## src/design/u2c_pkg.sv

```systemverilog
// package for the utf-8 to cp1252 glyph transcoder
// result descriptor type, character codes and the code point lookup tables
// no dependencies
package u2c_pkg;

  localparam int unsigned CpW  = 21;
  localparam int unsigned IdxW = 4;

  localparam logic [7:0] CH_NUL   = 8'h00;
  localparam logic [7:0] CH_TAB   = 8'h09;
  localparam logic [7:0] CH_LF    = 8'h0A;
  localparam logic [7:0] CH_CR    = 8'h0D;
  localparam logic [7:0] CH_SPACE = 8'h20;
  localparam logic [7:0] CH_DEL   = 8'h7F;

  localparam logic [7:0] LEAD_LATIN    = 8'hC2;
  localparam logic [7:0] LEAD_LATIN_HI = 8'hC3;
  localparam logic [7:0] LATIN_LO      = 8'hA0;
  localparam logic [7:0] LATIN_HI_OFS  = 8'h40;

  localparam logic [CpW-1:0] CP_ZWJ  = 21'h0200D;
  localparam logic [CpW-1:0] CP_VS15 = 21'h0FE0E;
  localparam logic [CpW-1:0] CP_VS16 = 21'h0FE0F;

  localparam logic [1:0] WORD_SCORE      = 2'd0;
  localparam logic [1:0] WORD_DIFFICULTY = 2'd1;
  localparam logic [1:0] WORD_S          = 2'd2;
  localparam logic [1:0] WORD_P          = 2'd3;

  typedef enum logic [1:0] {
    PRIM_NONE,
    PRIM_BYTE,
    PRIM_ICON,
    PRIM_WORD
  } prim_e;

  typedef struct packed {
    prim_e      kind;
    logic [7:0] byte_val;
    logic [4:0] icon;
    logic [1:0] word_sel;
    logic       term;
  } desc_t;

  typedef struct packed {
    logic       hit;
    logic [7:0] val;
  } byte_hit_t;

  typedef struct packed {
    logic       hit;
    logic [4:0] id;
  } icon_hit_t;

  typedef struct packed {
    logic       hit;
    logic [1:0] sel;
  } word_hit_t;

  function automatic byte_hit_t cp_lookup(logic [CpW-1:0] cp);
    byte_hit_t r;
    r.hit = 1'b1;
    r.val = 8'h00;
    case (cp)
      21'h020AC: r.val = 8'h80;
      21'h0201A: r.val = 8'h82;
      21'h0201E: r.val = 8'h84;
      21'h02026: r.val = 8'h85;
      21'h02020: r.val = 8'h86;
      21'h02021: r.val = 8'h87;
      21'h00160: r.val = 8'h8A;
      21'h02039: r.val = 8'h8B;
      21'h00152: r.val = 8'h8C;
      21'h0017D: r.val = 8'h8E;
      21'h02018: r.val = 8'h91;
      21'h02019: r.val = 8'h92;
      21'h0201C: r.val = 8'h93;
      21'h0201D: r.val = 8'h94;
      21'h02022, 21'h02219: r.val = 8'h95;
      21'h02013: r.val = 8'h96;
      21'h02014: r.val = 8'h97;
      21'h02122: r.val = 8'h99;
      21'h00161: r.val = 8'h9A;
      21'h0203A: r.val = 8'h9B;
      21'h00153: r.val = 8'h9C;
      21'h0017E: r.val = 8'h9E;
      21'h00178: r.val = 8'h9F;
      21'h00192: r.val = 8'h66;
      21'h002C6: r.val = 8'h5E;
      21'h002DC: r.val = 8'h7E;
      21'h0029F: r.val = 8'h4C;
      21'h01D20: r.val = 8'h56;
      21'h02212, 21'h02010, 21'h02011: r.val = 8'h2D;
      21'h02032: r.val = 8'h27;
      21'h02033: r.val = 8'h22;
      21'h02044: r.val = 8'h2F;
      21'h022C5, 21'h02E31: r.val = 8'hB7;
      21'h1F534: r.val = 8'h52;
      21'h1F7E0: r.val = 8'h4F;
      21'h1F7E1: r.val = 8'h59;
      21'h1F7E2: r.val = 8'h47;
      21'h1F535: r.val = 8'h42;
      21'h1F7E3: r.val = 8'h50;
      default: r.hit = 1'b0;
    endcase
    return r;
  endfunction

  function automatic icon_hit_t icon_lookup(logic [CpW-1:0] cp);
    icon_hit_t r;
    r.hit = 1'b1;
    r.id  = 5'd0;
    case (cp)
      21'h02B50, 21'h02734, 21'h02606, 21'h02728, 21'h1F31F: r.id = 5'd0;
      21'h02764, 21'h1F49E, 21'h1F496: r.id = 5'd1;
      21'h1F6A9: r.id = 5'd2;
      21'h1F3C1: r.id = 5'd3;
      21'h1F511, 21'h1F5DD: r.id = 5'd4;
      21'h1F501: r.id = 5'd5;
      21'h1F4B0, 21'h1FA99: r.id = 5'd6;
      21'h02694, 21'h1F47E: r.id = 5'd7;
      21'h0231A, 21'h023F0: r.id = 5'd8;
      21'h023F3, 21'h023F1: r.id = 5'd9;
      21'h1F6B6: r.id = 5'd10;
      21'h1F465: r.id = 5'd11;
      21'h1F6AA: r.id = 5'd12;
      21'h1F4CD, 21'h1F5FA: r.id = 5'd13;
      21'h1F480: r.id = 5'd14;
      21'h1F4A3: r.id = 5'd15;
      21'h1F680: r.id = 5'd16;
      21'h1F4BE, 21'h1F4DD: r.id = 5'd17;
      21'h025A2, 21'h025CB: r.id = 5'd18;
      21'h025A3: r.id = 5'd19;
      21'h025CF: r.id = 5'd20;
      21'h025FC, 21'h025A0, 21'h025AA: r.id = 5'd21;
      21'h025FB, 21'h025A1, 21'h025AB: r.id = 5'd22;
      21'h0258C: r.id = 5'd23;
      default: r.hit = 1'b0;
    endcase
    return r;
  endfunction

  function automatic word_hit_t word_lookup(logic [CpW-1:0] cp);
    word_hit_t r;
    r.hit = 1'b1;
    r.sel = WORD_SCORE;
    case (cp)
      21'h1F4AF: r.sel = WORD_SCORE;
      21'h02696: r.sel = WORD_DIFFICULTY;
      21'h1F162: r.sel = WORD_S;
      21'h1F15F: r.sel = WORD_P;
      default: r.hit = 1'b0;
    endcase
    return r;
  endfunction

  function automatic logic [IdxW-1:0] word_len(logic [1:0] sel);
    logic [IdxW-1:0] n;
    case (sel)
      WORD_SCORE:      n = 4'd5;
      WORD_DIFFICULTY: n = 4'd10;
      WORD_S:          n = 4'd3;
      WORD_P:          n = 4'd3;
      default:         n = 4'd0;
    endcase
    return n;
  endfunction

  function automatic logic [7:0] word_char(logic [1:0] sel, logic [IdxW-1:0] pos);
    logic [79:0] txt;
    logic [79:0] sh;
    case (sel)
      WORD_SCORE:      txt = {"Score", 40'h0};
      WORD_DIFFICULTY: txt = "Difficulty";
      WORD_S:          txt = {"(S)", 56'h0};
      WORD_P:          txt = {"(P)", 56'h0};
      default:         txt = '0;
    endcase
    sh = txt << {pos, 3'b000};
    return sh[79:72];
  endfunction

endpackage

```

## src/design/u2c_decode.sv

```systemverilog
// utf-8 decoder stage: sequence state, ascii rules, latin and table lookups
// produces one registered result descriptor per item
// depends on u2c_pkg
module u2c_decode import u2c_pkg::*; (
  input  logic       clk_i,
  input  logic       rst_ni,
  input  logic       in_valid_i,
  output logic       in_ready_o,
  input  logic [7:0] in_byte_i,
  input  logic       final_byte_i,
  output logic       desc_valid_o,
  output desc_t      desc_o,
  input  logic       desc_pop_i
);

  logic [CpW-1:0] acc_q, acc_d;
  logic [1:0]     tails_q, tails_d;
  logic [7:0]     lead_q, lead_d;
  logic           skip_q, skip_d;
  logic           desc_valid_q, desc_valid_d;
  desc_t          desc_q, desc_d;

  logic           accept;
  logic           handled;
  logic           ended;
  logic [CpW-1:0] acc_shift;
  byte_hit_t      cp_hit;
  icon_hit_t      icon_hit;
  word_hit_t      word_hit;

  assign in_ready_o   = !desc_valid_q || desc_pop_i;
  assign accept       = in_valid_i && in_ready_o;
  assign desc_valid_o = desc_valid_q;
  assign desc_o       = desc_q;

  assign acc_shift = {acc_q[CpW-7:0], in_byte_i[5:0]};
  assign cp_hit    = cp_lookup(acc_shift);
  assign icon_hit  = icon_lookup(acc_shift);
  assign word_hit  = word_lookup(acc_shift);

  always_comb begin
    acc_d   = acc_q;
    tails_d = tails_q;
    lead_d  = lead_q;
    skip_d  = skip_q;
    desc_d  = '{kind: PRIM_NONE, byte_val: 8'h00, icon: 5'd0, word_sel: WORD_SCORE,
                term: 1'b0};
    handled = 1'b0;
    ended   = 1'b0;

    if (tails_q != 2'd0) begin
      if (in_byte_i[7:6] == 2'b10) begin
        handled = 1'b1;
        acc_d   = acc_shift;
        tails_d = tails_q - 2'd1;
        if (tails_q == 2'd1) begin
          lead_d = 8'h00;
          acc_d  = '0;
          if (lead_q == LEAD_LATIN && in_byte_i >= LATIN_LO) begin
            desc_d.kind = PRIM_BYTE;
            case (in_byte_i)
              8'hA0: desc_d.byte_val = CH_SPACE;
              8'hA6: desc_d.byte_val = 8'h7C;
              8'hA8: desc_d.byte_val = 8'h22;
              8'hAF: desc_d.byte_val = 8'h2D;
              8'hB4: desc_d.byte_val = 8'h27;
              8'hB8: desc_d.byte_val = 8'h2C;
              8'hA4, 8'hAC, 8'hAD: desc_d.kind = PRIM_NONE;
              default: desc_d.byte_val = in_byte_i;
            endcase
          end else if (lead_q == LEAD_LATIN_HI) begin
            desc_d.kind     = PRIM_BYTE;
            desc_d.byte_val = in_byte_i + LATIN_HI_OFS;
          end else if (acc_shift == CP_ZWJ || acc_shift == CP_VS15 ||
                       acc_shift == CP_VS16) begin
            desc_d.kind = PRIM_NONE;
          end else if (cp_hit.hit) begin
            desc_d.kind     = PRIM_BYTE;
            desc_d.byte_val = cp_hit.val;
          end else if (icon_hit.hit) begin
            desc_d.kind = PRIM_ICON;
            desc_d.icon = icon_hit.id;
          end else if (word_hit.hit) begin
            desc_d.kind     = PRIM_WORD;
            desc_d.word_sel = word_hit.sel;
          end
        end
      end else begin
        tails_d = 2'd0;
        lead_d  = 8'h00;
        acc_d   = '0;
      end
    end

    if (!handled && skip_q) begin
      skip_d = 1'b0;
      if (in_byte_i == CH_LF) begin
        handled = 1'b1;
      end
    end

    if (!handled) begin
      if (in_byte_i == CH_NUL) begin
        desc_d.term = 1'b1;
        ended       = 1'b1;
      end else if (!in_byte_i[7]) begin
        case (in_byte_i)
          CH_TAB: begin
            desc_d.kind     = PRIM_BYTE;
            desc_d.byte_val = CH_SPACE;
          end
          CH_LF: begin
            desc_d.kind     = PRIM_BYTE;
            desc_d.byte_val = CH_LF;
          end
          CH_CR: begin
            desc_d.kind     = PRIM_BYTE;
            desc_d.byte_val = CH_LF;
            skip_d          = 1'b1;
          end
          default: begin
            if (in_byte_i >= CH_SPACE && in_byte_i != CH_DEL) begin
              desc_d.kind     = PRIM_BYTE;
              desc_d.byte_val = in_byte_i;
            end
          end
        endcase
      end else if (in_byte_i[7:5] == 3'b110) begin
        acc_d   = {16'h0, in_byte_i[4:0]};
        tails_d = 2'd1;
        lead_d  = in_byte_i;
      end else if (in_byte_i[7:4] == 4'b1110) begin
        acc_d   = {17'h0, in_byte_i[3:0]};
        tails_d = 2'd2;
        lead_d  = in_byte_i;
      end else if (in_byte_i[7:3] == 5'b11110) begin
        acc_d   = {18'h0, in_byte_i[2:0]};
        tails_d = 2'd3;
        lead_d  = in_byte_i;
      end
    end

    if (!ended && final_byte_i) begin
      desc_d.term = 1'b1;
      ended       = 1'b1;
    end

    if (ended) begin
      acc_d   = '0;
      tails_d = 2'd0;
      lead_d  = 8'h00;
      skip_d  = 1'b0;
    end
  end

  always_comb begin
    desc_valid_d = desc_valid_q;
    if (accept) begin
      desc_valid_d = 1'b1;
    end else if (desc_pop_i) begin
      desc_valid_d = 1'b0;
    end
  end

  always_ff @(posedge clk_i or negedge rst_ni) begin
    if (!rst_ni) begin
      acc_q        <= '0;
      tails_q      <= 2'd0;
      lead_q       <= 8'h00;
      skip_q       <= 1'b0;
      desc_valid_q <= 1'b0;
    end else begin
      desc_valid_q <= desc_valid_d;
      if (accept) begin
        acc_q   <= acc_d;
        tails_q <= tails_d;
        lead_q  <= lead_d;
        skip_q  <= skip_d;
      end
    end
  end

  always_ff @(posedge clk_i) begin
    if (accept) begin
      desc_q <= desc_d;
    end
  end

  a_lead_with_tails: assert property (@(posedge clk_i) disable iff (!rst_ni)
    (tails_q == 2'd0) == (lead_q == 8'h00))
    else $error("lead byte and pending tail count disagree");

  a_skip_no_seq: assert property (@(posedge clk_i) disable iff (!rst_ni)
    skip_q |-> tails_q == 2'd0)
    else $error("lf skip pending inside a sequence");

  a_end_clears: assert property (@(posedge clk_i) disable iff (!rst_ni)
    accept && (in_byte_i == CH_NUL || final_byte_i) |=>
      tails_q == 2'd0 && acc_q == '0 && !skip_q)
    else $error("state not cleared at end of text");

endmodule

```

## src/design/u2c_emit.sv

```systemverilog
// result expander: walks one descriptor into its results into the output register
// word expansions hold the descriptor until their last character is loaded
// depends on u2c_pkg
module u2c_emit import u2c_pkg::*; (
  input  logic       clk_i,
  input  logic       rst_ni,
  input  logic       desc_valid_i,
  input  desc_t      desc_i,
  output logic       desc_pop_o,
  output logic       out_valid_o,
  input  logic       out_ready_i,
  output logic [7:0] out_byte_o,
  output logic       is_icon_o,
  output logic [4:0] icon_id_o,
  output logic       is_terminator_o,
  output logic       last_of_run_o
);

  logic [IdxW-1:0] idx_q, idx_d;
  logic            out_valid_q, out_valid_d;
  logic [7:0]      out_byte_q;
  logic            out_icon_q;
  logic [4:0]      out_id_q;
  logic            out_term_q;
  logic            out_last_q;

  logic [IdxW-1:0] prim_cnt;
  logic [IdxW-1:0] total;
  logic            out_free;
  logic            load;
  logic            last;
  logic [7:0]      res_byte;
  logic            res_icon;
  logic [4:0]      res_id;
  logic            res_term;

  always_comb begin
    case (desc_i.kind)
      PRIM_BYTE: prim_cnt = 4'd1;
      PRIM_ICON: prim_cnt = 4'd1;
      PRIM_WORD: prim_cnt = word_len(desc_i.word_sel);
      default:   prim_cnt = 4'd0;
    endcase
  end

  assign total    = prim_cnt + {3'b000, desc_i.term};
  assign last     = (idx_q == total - 4'd1);
  assign out_free = !out_valid_q || out_ready_i;

  always_comb begin
    res_byte = 8'h00;
    res_icon = 1'b0;
    res_id   = 5'd0;
    res_term = 1'b0;
    if (idx_q < prim_cnt) begin
      case (desc_i.kind)
        PRIM_BYTE: res_byte = desc_i.byte_val;
        PRIM_ICON: begin
          res_icon = 1'b1;
          res_id   = desc_i.icon;
        end
        PRIM_WORD: res_byte = word_char(desc_i.word_sel, idx_q);
        default: ;
      endcase
    end else begin
      res_term = 1'b1;
    end
  end

  always_comb begin
    load       = 1'b0;
    desc_pop_o = 1'b0;
    idx_d      = idx_q;
    if (desc_valid_i && out_free) begin
      if (total == 4'd0) begin
        desc_pop_o = 1'b1;
      end else begin
        load = 1'b1;
        if (last) begin
          desc_pop_o = 1'b1;
          idx_d      = 4'd0;
        end else begin
          idx_d = idx_q + 4'd1;
        end
      end
    end
    out_valid_d = out_free ? load : out_valid_q;
  end

  always_ff @(posedge clk_i or negedge rst_ni) begin
    if (!rst_ni) begin
      idx_q       <= 4'd0;
      out_valid_q <= 1'b0;
    end else begin
      idx_q       <= idx_d;
      out_valid_q <= out_valid_d;
    end
  end

  always_ff @(posedge clk_i) begin
    if (load) begin
      out_byte_q <= res_byte;
      out_icon_q <= res_icon;
      out_id_q   <= res_id;
      out_term_q <= res_term;
      out_last_q <= last;
    end
  end

  assign out_valid_o     = out_valid_q;
  assign out_byte_o      = out_byte_q;
  assign is_icon_o       = out_icon_q;
  assign icon_id_o       = out_id_q;
  assign is_terminator_o = out_term_q;
  assign last_of_run_o   = out_last_q;

  a_idx_in_run: assert property (@(posedge clk_i) disable iff (!rst_ni)
    idx_q != 4'd0 |-> desc_valid_i && idx_q < total)
    else $error("expansion index outside the current item");

  a_term_last: assert property (@(posedge clk_i) disable iff (!rst_ni)
    out_valid_q && out_term_q |-> out_last_q)
    else $error("terminator not last result of its item");

  a_icon_clean: assert property (@(posedge clk_i) disable iff (!rst_ni)
    out_valid_q && out_icon_q |-> out_byte_q == 8'h00 && !out_term_q)
    else $error("icon result carries byte or terminator");

endmodule

```

## src/design/utf8_to_cp1252_glyph_transcoder.sv

```systemverilog
// utf-8 to cp1252 glyph transcoder, top level
// items are registered as descriptors, then expanded into the output register
// throughput: one item per cycle while the output is ready and items have one result;
//   longer items hold the expander for all results (up to 11, word plus terminator)
// reset: asynchronous, clears decoder sequence state, expander index and valid flags
// depends on u2c_pkg, u2c_decode, u2c_emit
module utf8_to_cp1252_glyph_transcoder import u2c_pkg::*; (
  input  logic       clk_i,
  input  logic       rst_ni,
  input  logic       in_valid_i,
  output logic       in_ready_o,
  input  logic [7:0] in_byte_i,
  input  logic       final_byte_i,
  output logic       out_valid_o,
  input  logic       out_ready_i,
  output logic [7:0] out_byte_o,
  output logic       is_icon_o,
  output logic [4:0] icon_id_o,
  output logic       is_terminator_o,
  output logic       last_of_run_o
);

  logic  desc_valid;
  logic  desc_pop;
  desc_t desc;

  u2c_decode u_decode (
    .clk_i        (clk_i),
    .rst_ni       (rst_ni),
    .in_valid_i   (in_valid_i),
    .in_ready_o   (in_ready_o),
    .in_byte_i    (in_byte_i),
    .final_byte_i (final_byte_i),
    .desc_valid_o (desc_valid),
    .desc_o       (desc),
    .desc_pop_i   (desc_pop)
  );

  u2c_emit u_emit (
    .clk_i           (clk_i),
    .rst_ni          (rst_ni),
    .desc_valid_i    (desc_valid),
    .desc_i          (desc),
    .desc_pop_o      (desc_pop),
    .out_valid_o     (out_valid_o),
    .out_ready_i     (out_ready_i),
    .out_byte_o      (out_byte_o),
    .is_icon_o       (is_icon_o),
    .icon_id_o       (icon_id_o),
    .is_terminator_o (is_terminator_o),
    .last_of_run_o   (last_of_run_o)
  );

endmodule
```

## config.mk

```make
export PLATFORM = sky130hd
export DESIGN_NAME = utf8_to_cp1252_glyph_transcoder
export DESIGN_NICKNAME = d
export VERILOG_FILES = /design/src/design/u2c_pkg.sv /design/src/design/u2c_decode.sv /design/src/design/u2c_emit.sv /design/src/design/utf8_to_cp1252_glyph_transcoder.sv
export SDC_FILE = /design/constraint.sdc
export NUM_CORES = 1
export LEC_CHECK = 0
export BUFFER_PORTS_ARGS = -buffer_cell sky130_fd_sc_hd__buf_2
export CORE_ASPECT_RATIO = 1.25
export CORE_MARGIN = 4
export CORE_UTILIZATION = 23
export DETAILED_ROUTE_END_ITERATION = 7
export GPL_TIMING_DRIVEN = 0
export PLACE_DENSITY_LB_ADDON = 0.12
export SLEW_MARGIN = 20
export SYNTH_ARGS = -nofsm -noshare
export SYNTH_HDL_FRONTEND = slang
export SYNTH_HIERARCHICAL = 1
export SYNTH_SLANG_ARGS = --single-unit
export TNS_END_PERCENT = 20
```

## constraint.sdc

```tcl
create_clock -name clk_i -period 5.65 [get_ports clk_i]
set_clock_uncertainty 0.2 [all_clocks]
set_input_delay 0.565 -clock clk_i [delete_from_list [all_inputs] [get_ports clk_i]]
set_output_delay 0.565 -clock clk_i [all_outputs]
set_load 0.01 [all_outputs]
```

==> impl_metrics.py <==
metrics = {
    "outcome": {
        "status": "finished, final reports clean",
    },
    "global_routing": {
        "antenna_found_initial": 0,
        "track_usage": 0.182,
        "grt_pass1_wl_um": 40900,
        "grt_max_degree": 33,
        "grt_pass1_vias": 6490,
        "grt-ovfl-total": 0,
    },
    "power": {
        "leakagePower_nw": 2.54,
        "ir_drop_mv": 0.139,
        "power_density_nw_per_um2": 433,
    },
    "synth": {
        "syn_inst": 752,
        "synth_edf_count": 34,
        "synth_nets": 783,
        "ys_ff_latch": 66,
        "synthArstFlopShare": 0.485,
        "yosys_warnings": 6,
        "syn_area_um2": 6130,
        "yosysSeqAreaShare": 0.297,
        "ys.flop_type": "edfxtp_1",
        "yosysUniqueCellTypes": 97,
        "syn_avg_cell_area_um2": 8.16,
    },
    "sta": {
        "maxSlewViolCount": 0,
        "hold_viol": 0,
        "layout_setup_ws_ns": 0.630,
        "holdWs_ns": 0.117,
        "fin_crit_sh": 0.888,
        "relSlewSlack": 0.241,
        "max_freq_mhz": 199,
        "rsz0062_at_grt": "false",
        "tns_ns": 0,
        "tightest_slew_ns": 1.13,
        "finalWorstPathRequiredPeriod_ns": 5.02,
        "setup_viol": 0,
    },
    "die": {
        "start_util": 0.234,
        "die_x_um": 154,
        "pin_count": 31,
        "dieArea_um2": 29400,
        "num_rows": 66,
        "core_um2": 26200,
        "die_height_um": 191,
    },
    "detailed_routing": {
        "drcViolationCount": 0,
        "drtIter0Drc": 534,
        "antenna_left": 0,
        "num_vias": 6458,
        "drt-vias-per-instance": 5.69,
        "drt-pass1-iter-count": 8,
        "wl_per_cell_um": 23.8,
        "wirelength_um": 27000,
    },
    "critical_path": {
        "r2r_slack_ns": 0.63,
        "path_class": "flip-flop to flip-flop",
        "worstPathRequired_ns": 5.74,
        "r2r_start": "u_decode/desc_o[16]",
        "worstPathMaxFanout": 27,
        "cp.arrival_ns": 5.11,
        "startpoint_type": "flip-flop",
        "r2r-end": "u_decode/acc_q[10]",
        "cp-end-kind": "flip-flop",
        "r2r_cells": 19,
    },
    "job": {
        "drv_cap": 0,
    },
    "worst_hold_path": {
        "hold_class": "input pin to asynchronous set/reset pin",
    },
    "clock_network": {
        "root_buffer": "clkbuf_16",
        "cts.path.max_buffers": 2,
        "tritoncts": "yes",
        "h-tree-depth": 3,
        "cts_made_buffers": 9,
        "clk_latency_ns": 0.35,
        "clk_pin_slew_ns": 0.06,
        "cts_sinks": 66,
    },
    "final_layout": {
        "n_fill_cell": 2851,
        "final_cell_count_no_fill": 1135,
        "drive_gt1_frac": 0.142,
        "fin_nets": 822,
        "num_antenna_cells": 0,
        "seqCellArea_um2": 1820,
        "multi_input_area_um2": 4010,
        "area_delta_synth_final_pct": 14.6,
    },
    "placement": {
        "dpl.hpwl_um": 20800,
        "globalplace.congestion": 0.956,
        "dp_cells": 1120,
        "dp_slack_ns": 0.184,
        "io_buffers": 28,
    },
}
logic make-up (layout without fill, tap and decap cells):
| kind of cell | Yosys count | after routing | share of synthesized area |
|---|---|---|---|
| xor+xnor | 6 | 6 | 0.00857 |
| mux | 7 | 7 | 0.0118 |
| buf+inv | 75 | 118 | 0.0540 |
| fa+ha+maj | 18 | 18 | 0.0367 |
| flops | 66 | 66 | 0.297 |
| simple gates | 358 | 358 | 0.339 |
| compound gates | 222 | 222 | 0.253 |
cell usage in the layout (no fill, tap or decap), drive strengths merged, types with 5 or more instances in the layout:
cell type | synthesis | layout
nor3b | 9 | 9
o21ai | 48 | 48
a31oi | 14 | 14
inv | 25 | 25
nand2b | 15 | 15
or4 | 5 | 5
nor3 | 33 | 33
nor4b | 6 | 6
nor2 | 67 | 67
nor4bb | 5 | 5
o311ai | 5 | 5
nand4 | 20 | 20
a211oi | 8 | 8
o31ai | 11 | 11
and3 | 10 | 10
nor4 | 15 | 15
mux2i | 5 | 5
clkbuf | 16 | 29
ha | 18 | 18
edfxtp | 34 | 34
a22o | 18 | 18
or3 | 6 | 6
o22ai | 10 | 10
buf | 33 | 61
a22oi | 7 | 7
nand3 | 28 | 28
nor2b | 16 | 16
and2 | 14 | 14
or4b | 8 | 8
nand2 | 74 | 74
dfrtp | 32 | 32
a21oi | 44 | 44
o211ai | 7 | 7
a32oi | 5 | 5
cells in the mapped netlist (18+ instances only):
master,n,share of area
a21oi_1,42,0.034
a22o_1,18,0.026
buf_2,22,0.018
dfrtp_1,32,0.13
edfxtp_1,34,0.17
ha_1,18,0.037
inv_1,24,0.015
nand2_1,72,0.044
nand3_1,27,0.022
nand4_1,19,0.019
nor2_1,65,0.040
nor3_1,31,0.025
o21ai_0,39,0.032
where the power goes:
group / switching (mW) / total (mW) / internal [mW] / leakage, nW
Sequential: 0.105 / 0.861 / 0.756 / 0.761
Combinational: 1.10 / 1.63 / 0.532 / 1.63
Clock: 0.214 / 0.557 / 0.343 / 0.147
cell type report:
| class | count | share of cell area |
|---|---|---|
| clock buffer | 13 | 0.0401 |
| buffer | 49 | 0.0333 |
| timing repair buffer | 28 | 0.0199 |
| clock inverter | 2 | 0.00142 |
| tap | 340 | 0.0605 |
| inverter | 26 | 0.0144 |
| multi-input combinational | 611 | 0.571 |
| sequential | 66 | 0.259 |
timing repair:
action,in CTS,in global routing
endpoints found under the setup margin,0,17
resized for setup,0,2
hold buffers,0,0
setup buffers,0,0
registers in the layout (all words and copies together) (netlist names):
name,cells
u_emit/is_icon_o,1
u_emit/is_terminator_o,1
u_decode/skip_q,1
u_decode/tails_q,2
u_emit/idx_q,4
u_decode/lead_q,8
u_emit/out_valid_o,1
u_decode/desc_o,18
u_decode/desc_valid_o,1
u_emit/out_byte_o,8
u_decode/acc_q,15
u_emit/last_of_run_o,1
u_emit/icon_id_o,5
how the worst max path moves through the flow:
stage,slack [ns],from,to
after floorplan,1.46,u_decode/desc_o[16],u_decode/acc_q[9]
after global placement,0.17,u_decode/desc_o[16],u_decode/acc_q[7]
after detailed placement,0.18,u_decode/desc_o[16],u_decode/acc_q[10]
after CTS,0.16,u_decode/desc_o[16],u_decode/acc_q[10]
after global routing,0.16,u_decode/desc_o[16],u_decode/acc_q[8]
final,0.63,u_decode/desc_o[16],u_decode/acc_q[10]
per-layer routing:
metal / wire length (um) / track usage / up-vias
met1: 10700 / 0.212 / 3111
li1: - / - / 2963
met5: 0 / 0 / -
met4: 1600 / 0.107 / 0
met3: 1420 / 0.0247 / 101
met2: 13300 / 0.316 / 283
critical path, cell delays in order, from the launching register on:
cell	delay [ns]
edfxtp_1	0.41
ha_1	0.34
a21oi_1	0.25
nor2_1	0.09
ha_1	0.19
ha_1	0.30
inv_1	0.07
ha_1	0.31
xnor2_1	0.13
nor2_1	0.12
nand3_1	0.10
o22ai_2	0.34
inv_1	0.08
a21oi_1	0.13
nand2b_1	0.16
nand2_1	0.25
clkinvlp_4	0.54
nand2_1	0.31
nor3_4	0.44
a22o_1	0.21
per-stage QoR:
| step | utilization | area, um^2 | total power, mW |
|---|---|---|---|
| after global routing | 0.268 | 7030 | 3.28 |
| final | 0.268 | 7030 | 3.04 |
| after CTS | 0.268 | 7010 | 3.08 |
| after detailed placement | 0.257 | 6720 | 2.50 |
| after global placement | 0.256 | 6700 | 2.52 |
| after floorplan | - | 6130 | 1.96 |
Power figures use the tool's default switching activity.
